File: config.mk
export PLATFORM = sky130hd
export DESIGN_NAME = small_matrix_adjugate_inverse
export DESIGN_NICKNAME = d
export VERILOG_FILES = /design/src/sv/sma_pkg.sv /design/src/sv/sma_mac.sv /design/src/sv/sma_div.sv /design/src/sv/small_matrix_adjugate_inverse.sv
export SDC_FILE = /design/constraint.sdc
export NUM_CORES = 2
export LEC_CHECK = 0
export BUFFER_PORTS_ARGS = -buffer_cell sky130_fd_sc_hd__buf_2
export CAP_MARGIN = 15
export CORE_MARGIN = 2
export CORE_UTILIZATION = 64
export DETAILED_ROUTE_END_ITERATION = 7
export HOLD_SLACK_MARGIN = 0.12
export PLACE_DENSITY_LB_ADDON = 0.12
export SYNTH_ARGS = -nofsm -noshare
export SYNTH_HDL_FRONTEND = slang
export SYNTH_SLANG_ARGS = --single-unit
File: constraint.sdc
create_clock -name clk -period 10.54 [get_ports clk]
set_clock_uncertainty 0.1 [all_clocks]
set_input_delay 1.054 -clock clk [delete_from_list [all_inputs] [get_ports clk]]
set_output_delay 1.054 -clock clk [all_outputs]
set_load 0.005 [all_outputs]
File: src/sv/sma_pkg.sv
// Shared types, constants and index helpers for the small matrix adjugate/inverse block.
`default_nettype none
package sma_pkg;

	// Field widths
	localparam int ELEM_W = 16;
	localparam int ADJ_W  = 33;
	localparam int INV_W  = 49;
	localparam int DET_W  = 52;
	localparam int PROD_W = ELEM_W + ADJ_W;
	localparam int FRAC_W = 16;

	// Store layout: fixed stride of three for the adjugate store
	localparam int STORE_DEPTH = 9;
	localparam int IDX_W       = 4;
	localparam logic [1:0] ADJ_STRIDE = 2'd3;
	localparam int MAX_DIM_DEF = 3;

	// Sequencer phases
	typedef enum logic [2:0] {
		ST_LOAD,
		ST_MINOR,
		ST_DET,
		ST_DIV
	} state_t;

	// Accumulator operations of the shared multiply unit
	typedef enum logic [2:0] {
		ACC_HOLD,
		ACC_CLR,
		ACC_LOAD,
		ACC_ADD,
		ACC_SUB
	} acc_op_t;

	typedef struct packed {
		logic    mul;
		acc_op_t op;
	} mac_ctl_t;

	// Source of the wide multiplier operand
	typedef enum logic [1:0] {
		OPB_HOLD,
		OPB_ELEM,
		OPB_ONE,
		OPB_ADJ
	} opb_sel_t;

	typedef struct packed {
		logic busy;
		logic done;
	} div_stat_t;

	// Lower of the two indices other than x (0..2)
	function automatic logic [1:0] other_lo(input logic [1:0] x);
		return (x == 2'd0) ? 2'd1 : 2'd0;
	endfunction

	// Upper of the two indices other than x (0..2)
	function automatic logic [1:0] other_hi(input logic [1:0] x);
		return (x == 2'd2) ? 2'd1 : 2'd2;
	endfunction

	// Linear index r*n+c
	function automatic logic [IDX_W-1:0] lin_idx(input logic [1:0] r, input logic [1:0] c,
			input logic [1:0] n);
		logic [IDX_W-1:0] p;
		p = IDX_W'(r) * IDX_W'(n);
		return p + IDX_W'(c);
	endfunction

endpackage
`default_nettype wire

File: src/sv/sma_mac.sv
// Shared multiply unit with registered product and accumulator.
`default_nettype none
module sma_mac
	import sma_pkg::*;
(
	input  wire logic                     clk,
	input  wire logic                     arst_n,
	input  wire mac_ctl_t                 ctl,
	input  wire logic signed [ELEM_W-1:0] op_a,
	input  wire logic signed [ADJ_W-1:0]  op_b,
	output logic signed [DET_W-1:0]       acc
);

	logic signed [PROD_W-1:0] prod_q;
	logic signed [DET_W-1:0]  acc_q;
	logic signed [DET_W-1:0]  prod_ext;

	assign prod_ext = DET_W'(prod_q);
	assign acc      = acc_q;

	// product register
	always_ff @(posedge clk) begin
		if (ctl.mul) begin
			prod_q <= PROD_W'(op_a * op_b);
		end
	end

	// accumulator
	always_ff @(posedge clk or negedge arst_n) begin
		if (!arst_n) begin
			acc_q <= '0;
		end else begin
			case (ctl.op)
				ACC_CLR:  acc_q <= '0;
				ACC_LOAD: acc_q <= prod_ext;
				ACC_ADD:  acc_q <= acc_q + prod_ext;
				ACC_SUB:  acc_q <= acc_q - prod_ext;
				default:  acc_q <= acc_q;
			endcase
		end
	end

endmodule
`default_nettype wire

File: src/sv/sma_div.sv
// Iterative restoring signed divider, one quotient bit per cycle.
`default_nettype none
module sma_div
	import sma_pkg::*;
(
	input  wire logic                    clk,
	input  wire logic                    arst_n,
	input  wire logic                    start,
	input  wire logic signed [INV_W-1:0] numer,
	input  wire logic signed [DET_W-1:0] denom,
	output div_stat_t                    stat,
	output logic signed [INV_W-1:0]      quot
);

	localparam int CNT_W = $clog2(INV_W);
	localparam logic [CNT_W-1:0] LastCnt = CNT_W'(INV_W - 1);

	logic [DET_W:0]   rem_q;
	logic [INV_W-1:0] num_q;
	logic [INV_W-1:0] quo_q;
	logic [DET_W-1:0] den_q;
	logic             neg_q;
	logic [CNT_W-1:0] cnt_q;
	logic             busy_q;
	logic             done_q;

	logic [INV_W-1:0] nmag;
	logic [DET_W-1:0] dmag;
	logic [DET_W:0]   trial;
	logic             ge;

	assign nmag  = numer[INV_W-1] ? INV_W'(-numer) : INV_W'(numer);
	assign dmag  = denom[DET_W-1] ? DET_W'(-denom) : DET_W'(denom);
	assign trial = {rem_q[DET_W-1:0], num_q[INV_W-1]};
	assign ge    = trial >= {1'b0, den_q};

	assign stat.busy = busy_q;
	assign stat.done = done_q;
	assign quot      = neg_q ? INV_W'(-quo_q) : INV_W'(quo_q);

	// datapath
	always_ff @(posedge clk) begin
		if (start) begin
			rem_q <= '0;
			num_q <= nmag;
			den_q <= dmag;
			quo_q <= '0;
			neg_q <= numer[INV_W-1] ^ denom[DET_W-1];
		end else if (busy_q) begin
			rem_q <= ge ? (trial - {1'b0, den_q}) : trial;
			num_q <= {num_q[INV_W-2:0], 1'b0};
			quo_q <= {quo_q[INV_W-2:0], ge};
		end
	end

	// control
	always_ff @(posedge clk or negedge arst_n) begin
		if (!arst_n) begin
			busy_q <= 1'b0;
			done_q <= 1'b0;
			cnt_q  <= '0;
		end else if (start) begin
			busy_q <= 1'b1;
			done_q <= 1'b0;
			cnt_q  <= '0;
		end else if (busy_q) begin
			cnt_q <= cnt_q + 1'b1;
			if (cnt_q == LastCnt) begin
				busy_q <= 1'b0;
				done_q <= 1'b1;
			end
		end
	end

endmodule
`default_nettype wire

File: src/sv/small_matrix_adjugate_inverse.sv
// Load: one word per cycle, n*n words. Then a signed minor per adjugate entry (n>1) and
// a determinant term per column of row 0 on the one shared multiplier, then a division per
// inverse entry on the 49-step shared divider (none when singular).
// Input is stalled while a matrix is being worked on.
// Reset (arst_n low) sets matrix_size to 3, empties the load and clears all control
// state; the element store is not cleared.
`default_nettype none
module small_matrix_adjugate_inverse
	import sma_pkg::*;
#(
	parameter int MAX_DIM = MAX_DIM_DEF
) (
	input  wire logic                     clk,
	input  wire logic                     arst_n,
	// config port
	input  wire logic                     psel,
	input  wire logic                     penable,
	input  wire logic                     pwrite,
	input  wire logic [1:0]               paddr,
	input  wire logic [31:0]              pwdata,
	output logic [31:0]                   prdata,
	output logic                          pready,
	// input words
	input  wire logic                     in_valid,
	output logic                          in_stall,
	input  wire logic signed [ELEM_W-1:0] element,
	// result words
	output logic                          out_valid,
	input  wire logic                     out_stall,
	output logic [1:0]                    out_row,
	output logic [1:0]                    out_col,
	output logic signed [ADJ_W-1:0]       adj_entry,
	output logic signed [INV_W-1:0]       inv_entry,
	output logic signed [DET_W-1:0]       determinant,
	output logic                          singular,
	output logic                          last
);

	localparam logic [1:0] MaxN = 2'(MAX_DIM);

	// config
	logic [1:0] size_q;
	logic       cfg_we;
	logic [1:0] n_eff;
	logic [IDX_W-1:0] total;

	assign pready = 1'b1;
	assign prdata = {30'd0, size_q};
	assign cfg_we = psel && penable && pwrite && (paddr == 2'd0);
	assign n_eff  = (size_q == 2'd0) ? 2'd1 : ((size_q > MaxN) ? MaxN : size_q);
	assign total  = lin_idx(n_eff, 2'd0, n_eff);

	always_ff @(posedge clk or negedge arst_n) begin
		if (!arst_n) begin
			size_q <= 2'd3;
		end else if (cfg_we) begin
			size_q <= pwdata[1:0];
		end
	end

	// sequencer registers
	state_t state_q, state_d;
	logic [2:0] step_q, step_d;
	logic [1:0] row_q, row_d, col_q, col_d;
	logic [IDX_W-1:0] cnt_q;

	// memories
	logic signed [ELEM_W-1:0] elem_mem [STORE_DEPTH];
	logic signed [ADJ_W-1:0]  adj_mem  [STORE_DEPTH];
	logic signed [ELEM_W-1:0] e_rd_q;
	logic signed [ADJ_W-1:0]  a_rd_q;
	logic [IDX_W-1:0] e_raddr, a_raddr, a_waddr;
	logic             adj_we;
	logic signed [ADJ_W-1:0]  adj_wdata;

	// operands and shared units
	logic signed [ELEM_W-1:0] op_a_q;
	logic signed [ADJ_W-1:0]  op_b_q;
	logic signed [ADJ_W-1:0]  adj_q;
	logic       opa_ld;
	opb_sel_t   opb_sel;
	mac_ctl_t   mac_ctl;
	logic signed [DET_W-1:0]  acc;
	logic       div_start;
	div_stat_t  div_stat;
	logic signed [INV_W-1:0]  quot;
	logic       sing;
	logic       out_load;
	logic       out_free;
	logic       in_take;
	logic       n_two;
	logic       last_rc;
	logic [1:0] r0, r1, c0, c1;

	assign sing     = (acc == '0);
	assign n_two    = (n_eff == 2'd2);
	assign in_stall = (state_q != ST_LOAD);
	assign in_take  = in_valid && (state_q == ST_LOAD);
	assign out_free = !out_valid || !out_stall;
	assign last_rc  = (row_q == n_eff - 2'd1) && (col_q == n_eff - 2'd1);
	// minor of (col,row): rows other than col, columns other than row
	assign r0 = other_lo(col_q);
	assign r1 = other_hi(col_q);
	assign c0 = other_lo(row_q);
	assign c1 = other_hi(row_q);
	assign a_waddr = lin_idx(row_q, col_q, ADJ_STRIDE);

	sma_mac u_mac (
		.clk    (clk),
		.arst_n (arst_n),
		.ctl    (mac_ctl),
		.op_a   (op_a_q),
		.op_b   (op_b_q),
		.acc    (acc)
	);

	sma_div u_div (
		.clk    (clk),
		.arst_n (arst_n),
		.start  (div_start),
		.numer  ({a_rd_q[ADJ_W-1:0], FRAC_W'(0)}),
		.denom  (acc),
		.stat   (div_stat),
		.quot   (quot)
	);

	// next state and control
	always_comb begin
		state_d   = state_q;
		step_d    = step_q;
		row_d     = row_q;
		col_d     = col_q;
		e_raddr   = '0;
		a_raddr   = '0;
		opa_ld    = 1'b0;
		opb_sel   = OPB_HOLD;
		mac_ctl   = '{mul: 1'b0, op: ACC_HOLD};
		adj_we    = 1'b0;
		adj_wdata = '0;
		div_start = 1'b0;
		out_load  = 1'b0;
		case (state_q)
			ST_LOAD: begin
				if (in_take && (cnt_q == total - 1'b1)) begin
					state_d = ST_MINOR;
					step_d  = '0;
					row_d   = '0;
					col_d   = '0;
				end
			end
			ST_MINOR: begin
				if (n_eff == 2'd1) begin
					adj_we    = 1'b1;
					adj_wdata = ADJ_W'(1);
					state_d   = ST_DET;
				end else begin
					step_d = step_q + 1'b1;
					case (step_q)
						3'd0: e_raddr = lin_idx(r0, c0, n_eff);
						3'd1: begin
							opa_ld  = 1'b1;
							e_raddr = lin_idx(r1, c1, n_eff);
						end
						3'd2: begin
							opb_sel = n_two ? OPB_ONE : OPB_ELEM;
							e_raddr = lin_idx(r0, c1, n_eff);
						end
						3'd3: begin
							mac_ctl.mul = 1'b1;
							opa_ld      = 1'b1;
							e_raddr     = lin_idx(r1, c0, n_eff);
						end
						3'd4: begin
							mac_ctl.op = ACC_LOAD;
							opb_sel    = n_two ? OPB_HOLD : OPB_ELEM;
						end
						3'd5: mac_ctl.mul = 1'b1;
						3'd6: mac_ctl.op = n_two ? ACC_HOLD : ACC_SUB;
						default: begin
							adj_we    = 1'b1;
							adj_wdata = (row_q[0] ^ col_q[0]) ? ADJ_W'(-acc) : ADJ_W'(acc);
							step_d    = '0;
							if (col_q == n_eff - 2'd1) begin
								col_d = '0;
								if (row_q == n_eff - 2'd1) begin
									row_d   = '0;
									state_d = ST_DET;
								end else begin
									row_d = row_q + 1'b1;
								end
							end else begin
								col_d = col_q + 1'b1;
							end
						end
					endcase
				end
			end
			ST_DET: begin
				// det = sum over j of a[0][j] * adj[j][0]
				step_d = step_q + 1'b1;
				case (step_q)
					3'd0: begin
						e_raddr = IDX_W'(col_q);
						a_raddr = lin_idx(col_q, 2'd0, ADJ_STRIDE);
						if (col_q == 2'd0) begin
							mac_ctl.op = ACC_CLR;
						end
					end
					3'd1: begin
						opa_ld  = 1'b1;
						opb_sel = OPB_ADJ;
					end
					3'd2: mac_ctl.mul = 1'b1;
					default: begin
						mac_ctl.op = ACC_ADD;
						step_d     = '0;
						if (col_q == n_eff - 2'd1) begin
							col_d   = '0;
							row_d   = '0;
							state_d = ST_DIV;
						end else begin
							col_d = col_q + 1'b1;
						end
					end
				endcase
			end
			ST_DIV: begin
				case (step_q)
					3'd0: begin
						a_raddr = a_waddr;
						step_d  = 3'd1;
					end
					3'd1: begin
						div_start = !sing;
						step_d    = 3'd2;
					end
					default: begin
						if ((sing || div_stat.done) && !div_stat.busy && out_free) begin
							out_load = 1'b1;
							step_d   = '0;
							if (last_rc) begin
								state_d = ST_LOAD;
								row_d   = '0;
								col_d   = '0;
							end else if (col_q == n_eff - 2'd1) begin
								col_d = '0;
								row_d = row_q + 1'b1;
							end else begin
								col_d = col_q + 1'b1;
							end
						end
					end
				endcase
			end
			default: state_d = ST_LOAD;
		endcase
	end

	// sequencer state
	always_ff @(posedge clk or negedge arst_n) begin
		if (!arst_n) begin
			state_q <= ST_LOAD;
			step_q  <= '0;
			row_q   <= '0;
			col_q   <= '0;
			cnt_q   <= '0;
		end else begin
			state_q <= state_d;
			step_q  <= step_d;
			row_q   <= row_d;
			col_q   <= col_d;
			if (cfg_we) begin
				cnt_q <= '0;
			end else if (in_take) begin
				cnt_q <= (cnt_q == total - 1'b1) ? '0 : cnt_q + 1'b1;
			end
		end
	end

	// element store
	always_ff @(posedge clk) begin
		if (in_take) begin
			elem_mem[cnt_q] <= element;
		end
		e_rd_q <= elem_mem[e_raddr];
	end

	// adjugate store
	always_ff @(posedge clk) begin
		if (adj_we) begin
			adj_mem[a_waddr] <= adj_wdata;
		end
		a_rd_q <= adj_mem[a_raddr];
	end

	// operand registers
	always_ff @(posedge clk) begin
		if (opa_ld) begin
			op_a_q <= e_rd_q;
		end
		case (opb_sel)
			OPB_ELEM: op_b_q <= ADJ_W'(e_rd_q);
			OPB_ONE:  op_b_q <= ADJ_W'(1);
			OPB_ADJ:  op_b_q <= a_rd_q;
			default:  op_b_q <= op_b_q;
		endcase
		if (state_q == ST_DIV && step_q == 3'd1) begin
			adj_q <= a_rd_q;
		end
	end

	// output register
	always_ff @(posedge clk or negedge arst_n) begin
		if (!arst_n) begin
			out_valid <= 1'b0;
		end else if (out_load) begin
			out_valid <= 1'b1;
		end else if (!out_stall) begin
			out_valid <= 1'b0;
		end
	end

	always_ff @(posedge clk) begin
		if (out_load) begin
			out_row     <= row_q;
			out_col     <= col_q;
			adj_entry   <= adj_q;
			inv_entry   <= sing ? '0 : quot;
			determinant <= acc;
			singular    <= sing;
			last        <= last_rc;
		end
	end

endmodule
`default_nettype wire
==> flow_metrics.py <==
metrics = {
    "critical_path": {
        "startpoint_type": "register",
        "worst_ep_arrival_time_ns": 8.67,
        "cp.required_ns": 10.84,
        "crit_path_max_fanout": 20,
        "endpoint_kind": "register",
        "worstSetupPathType": "register to register",
    },
    "sta": {
        "fmax_mhz": 119,
        "tightest_slew_ns": 1.20,
        "relSlewSlack_pct": 19.4,
        "slew_violations": 0,
        "finalCriticalPeriod_ns": 8.37,
        "setup_tns_ns": 0,
        "timing_hold_violations_final": 0,
        "period_share_pct": 79.4,
        "rsz0062_at_grt": "false",
        "setup_violations": 0,
    },
    "finish": {
        "nNetsFinal": 7300,
        "fin_area_um2": 72200,
        "drive_gt1_share_pct": 7.74,
        "syn2layout_area_growth_pct": 8.22,
    },
    "hold_path": {
        "hold_class": "input pin to asynchronous set/reset pin",
    },
    "global_route": {
        "grt_pass1_vias": 47239,
        "grt_pass1_wl_mm": 263,
        "grt_max_degree": 137,
        "grt_util_all_layers_pct": 31.6,
        "antenna_found_initial": 3,
        "overflow": 0,
    },
    "synthesis": {
        "async_flop_share_pct": 7.42,
        "yosysTopAreaCell": "edfxtp_1",
        "ys_types": 84,
        "ys_ff_latch": 1024,
        "postSynthAreaPerCell_um2": 10.3,
        "synth.most_common_cell": "nand2_1",
        "seq_area_frac_synth_pct": 43.3,
        "synth_edf_count": 798,
        "synth_cells": 6457,
        "synth_common_cells": "942 x nand2_1, 798 x edfxtp_1, 740 x inv_1",
        "netlist_area_um2": 66700,
        "synthTopCellsByArea": "edfxtp_1 36%, fa_1 15%, nand2_1 5.3%, ha_1 4.7%, dfxtp_1 4.5%",
        "synth_top_area_share_pct": 35.9,
        "ys.flop_type": "edfxtp_1",
        "yosysWarnings": 0,
    },
    "routing": {
        "avgRoutedWirePerCell_um": 21.1,
        "vias": 47753,
        "dr.pass1.iters": 5,
        "via_per_inst": 6.00,
        "ant_nets": 0,
        "drt_iter0_markers": 4356,
        "route.detailed.drc": 0,
        "routed_wirelength_mm": 168,
    },
    "placed_design": {
        "detailed_place_hpwl_mm": 115,
        "io_buffers": 170,
        "gp_congestion": 0.941,
        "placedInstanceArea_um2": 68800,
    },
    "clock_tree": {
        "cts_tree": "done",
        "worstSkewPairLatency_ns": 0.73,
        "cts_max_path_buffers": 3,
        "cts_hold_buf": 0,
        "numCtsBuffers": 103,
        "ctsResizeCount": 0,
        "clk_pin_slew_ns": 0.06,
        "cts_sinks": 1024,
        "cts_root_buf": "clkbuf_16",
        "htreeDepth": 3,
        "post_cts_buffers": 0,
    },
    "die": {
        "fp.coreArea_um2": 103000,
        "die_area_um2": 107000,
        "rows": 118,
        "die_y_um": 327,
        "io_pins": 232,
        "initial_utilization_pct": 64.4,
        "die_w_um": 327,
    },
    "job": {
        "maxCapViolations": 0,
    },
    "run_status": {
        "status": "completed",
    },
}
placed cells by master (no fill, tap or decap), types with 29 or more instances in the layout:
master | Yosys | final
o31ai_1 | 50 | 50
and2_1 | 231 | 227
clkbuf_16 | 0 | 104
ha_1 | 251 | 251
nand2b_1 | 35 | 34
fa_1 | 505 | 505
a311oi_1 | 52 | 52
inv_1 | 740 | 739
dfxtp_1 | 150 | 150
a22oi_1 | 43 | 43
nor2_1 | 349 | 341
a21o_1 | 98 | 98
nand3_1 | 116 | 116
nand2_1 | 942 | 939
o21ai_0 | 314 | 314
a21oi_1 | 291 | 289
buf_4 | 31 | 83
nor2b_1 | 30 | 29
buf_2 | 5 | 169
edfxtp_1 | 798 | 798
nor3_1 | 51 | 39
o22ai_1 | 37 | 37
xor2_1 | 172 | 172
mux2i_1 | 75 | 75
conb_1 | 2 | 31
or3_1 | 45 | 45
dfrtp_1 | 74 | 72
xnor2_1 | 170 | 170
a31oi_1 | 78 | 77
a211oi_1 | 29 | 29
and3_1 | 57 | 56
layer usage:
layer	vias up	share of wire [%]	wire length, µm	GRT usage, %
li1	21834	-	-	-
met5	-	0.0077	13	0
met4	2	4.3	7160	13.1
met3	373	8.3	14000	4.88
met1	23413	41	68500	43.7
met2	2131	47	78400	50.4
final timing paths:
kind | startpoint | end | slack (ns) | depth (start not counted)
setup reg to reg | op_a_q[15] | u_mac.prod_q[47] | 2.17 | 23
min in group clk | adj_q[28] | adj_entry[28] | 0.32 | 0
max in group asynchronous | arst_n | u_mac.acc[51] | 8.96 | 2
hold reg to reg | adj_q[28] | adj_entry[28] | 0.32 | 0
setup / recovery | op_a_q[15] | u_mac.prod_q[47] | 2.17 | 23
hold / removal | arst_n | cnt_q[3] | 0.27 | 1
worst max-delay path, stage by stage, from the launching register on:
cell and delay, ns:
edfxtp_1 0.57, inv_1 0.46, buf_4 0.36, nor2_1 0.11, fa_1 0.54, fa_1 0.54, fa_1 0.54, fa_1 0.54
fa_1 0.55, inv_1 0.06, fa_1 0.53, inv_1 0.04, ha_1 0.38, a21oi_1 0.15, o21ai_0 0.12, a21oi_1 0.17
o211ai_1 0.11, a31oi_1 0.47, nor2_1 0.22, a21oi_1 0.36, o21ai_0 0.27, a211o_1 0.39, a221oi_1 0.33, xnor2_1 0.13
flip-flops by register name (all words and copies together) (netlist names), 3 cells and up:
register	count
adj_mem	297
elem_mem	144
determinant	52
u_div.den_q	52
u_div.rem_q	52
u_mac.acc	52
inv_entry	49
u_div.quo_q	49
u_mac.prod_q	49
a_rd_q	33
adj_entry	33
adj_q	33
op_b_q	33
u_div.num_q	33
e_rd_q	16
op_a_q	16
u_div.cnt_q	6
cnt_q	4
step_q	3
kinds of logic (layout without fill, tap and decap cells):
| kind of cell | count (synthesis) | after routing | synth area share, % |
|---|---|---|---|
| AOI/OAI and AO/OA | 1165 | 1165 | 11.0 |
| xor gates and xnor gates | 342 | 342 | 4.49 |
| adders and majority gates | 756 | 756 | 19.9 |
| buffers and inverters | 1098 | 1189 | 6.38 |
| DFF | 1024 | 1024 | 43.3 |
| muxes | 81 | 81 | 1.23 |
| other | 2 | 32 | 0.0113 |
| and+or+nand+nor | 1989 | 1989 | 13.7 |
final cells by class:
type | count | area (µm²)
multi-input cells | 4364 | 33900
fillers | 7707 | 31300
well taps | 1380 | 1730
repair buffers | 254 | 1510
flip-flops and latches | 1024 | 28900
inverters | 740 | 2780
clock inverters | 54 | 515
clock buffers | 141 | 2860
diodes | 1 | 2.50
metrics by stage:
step                      setup WS (ns)  util (%)  cells  hold WS [ns]
after floorplan                    1.26         -   6486         0.300
after detailed placement           2.31      66.4   7761         0.306
final                              2.17      69.7   7958         0.271
after global routing               1.84      69.7   7957         0.279
after global placement             2.38      66.4   7761         0.303
after CTS                          2.20      69.7   7956         0.246
Power is not shown: default switching activity piles up to over one toggle a cycle in this logic, so the estimate is an artifact.
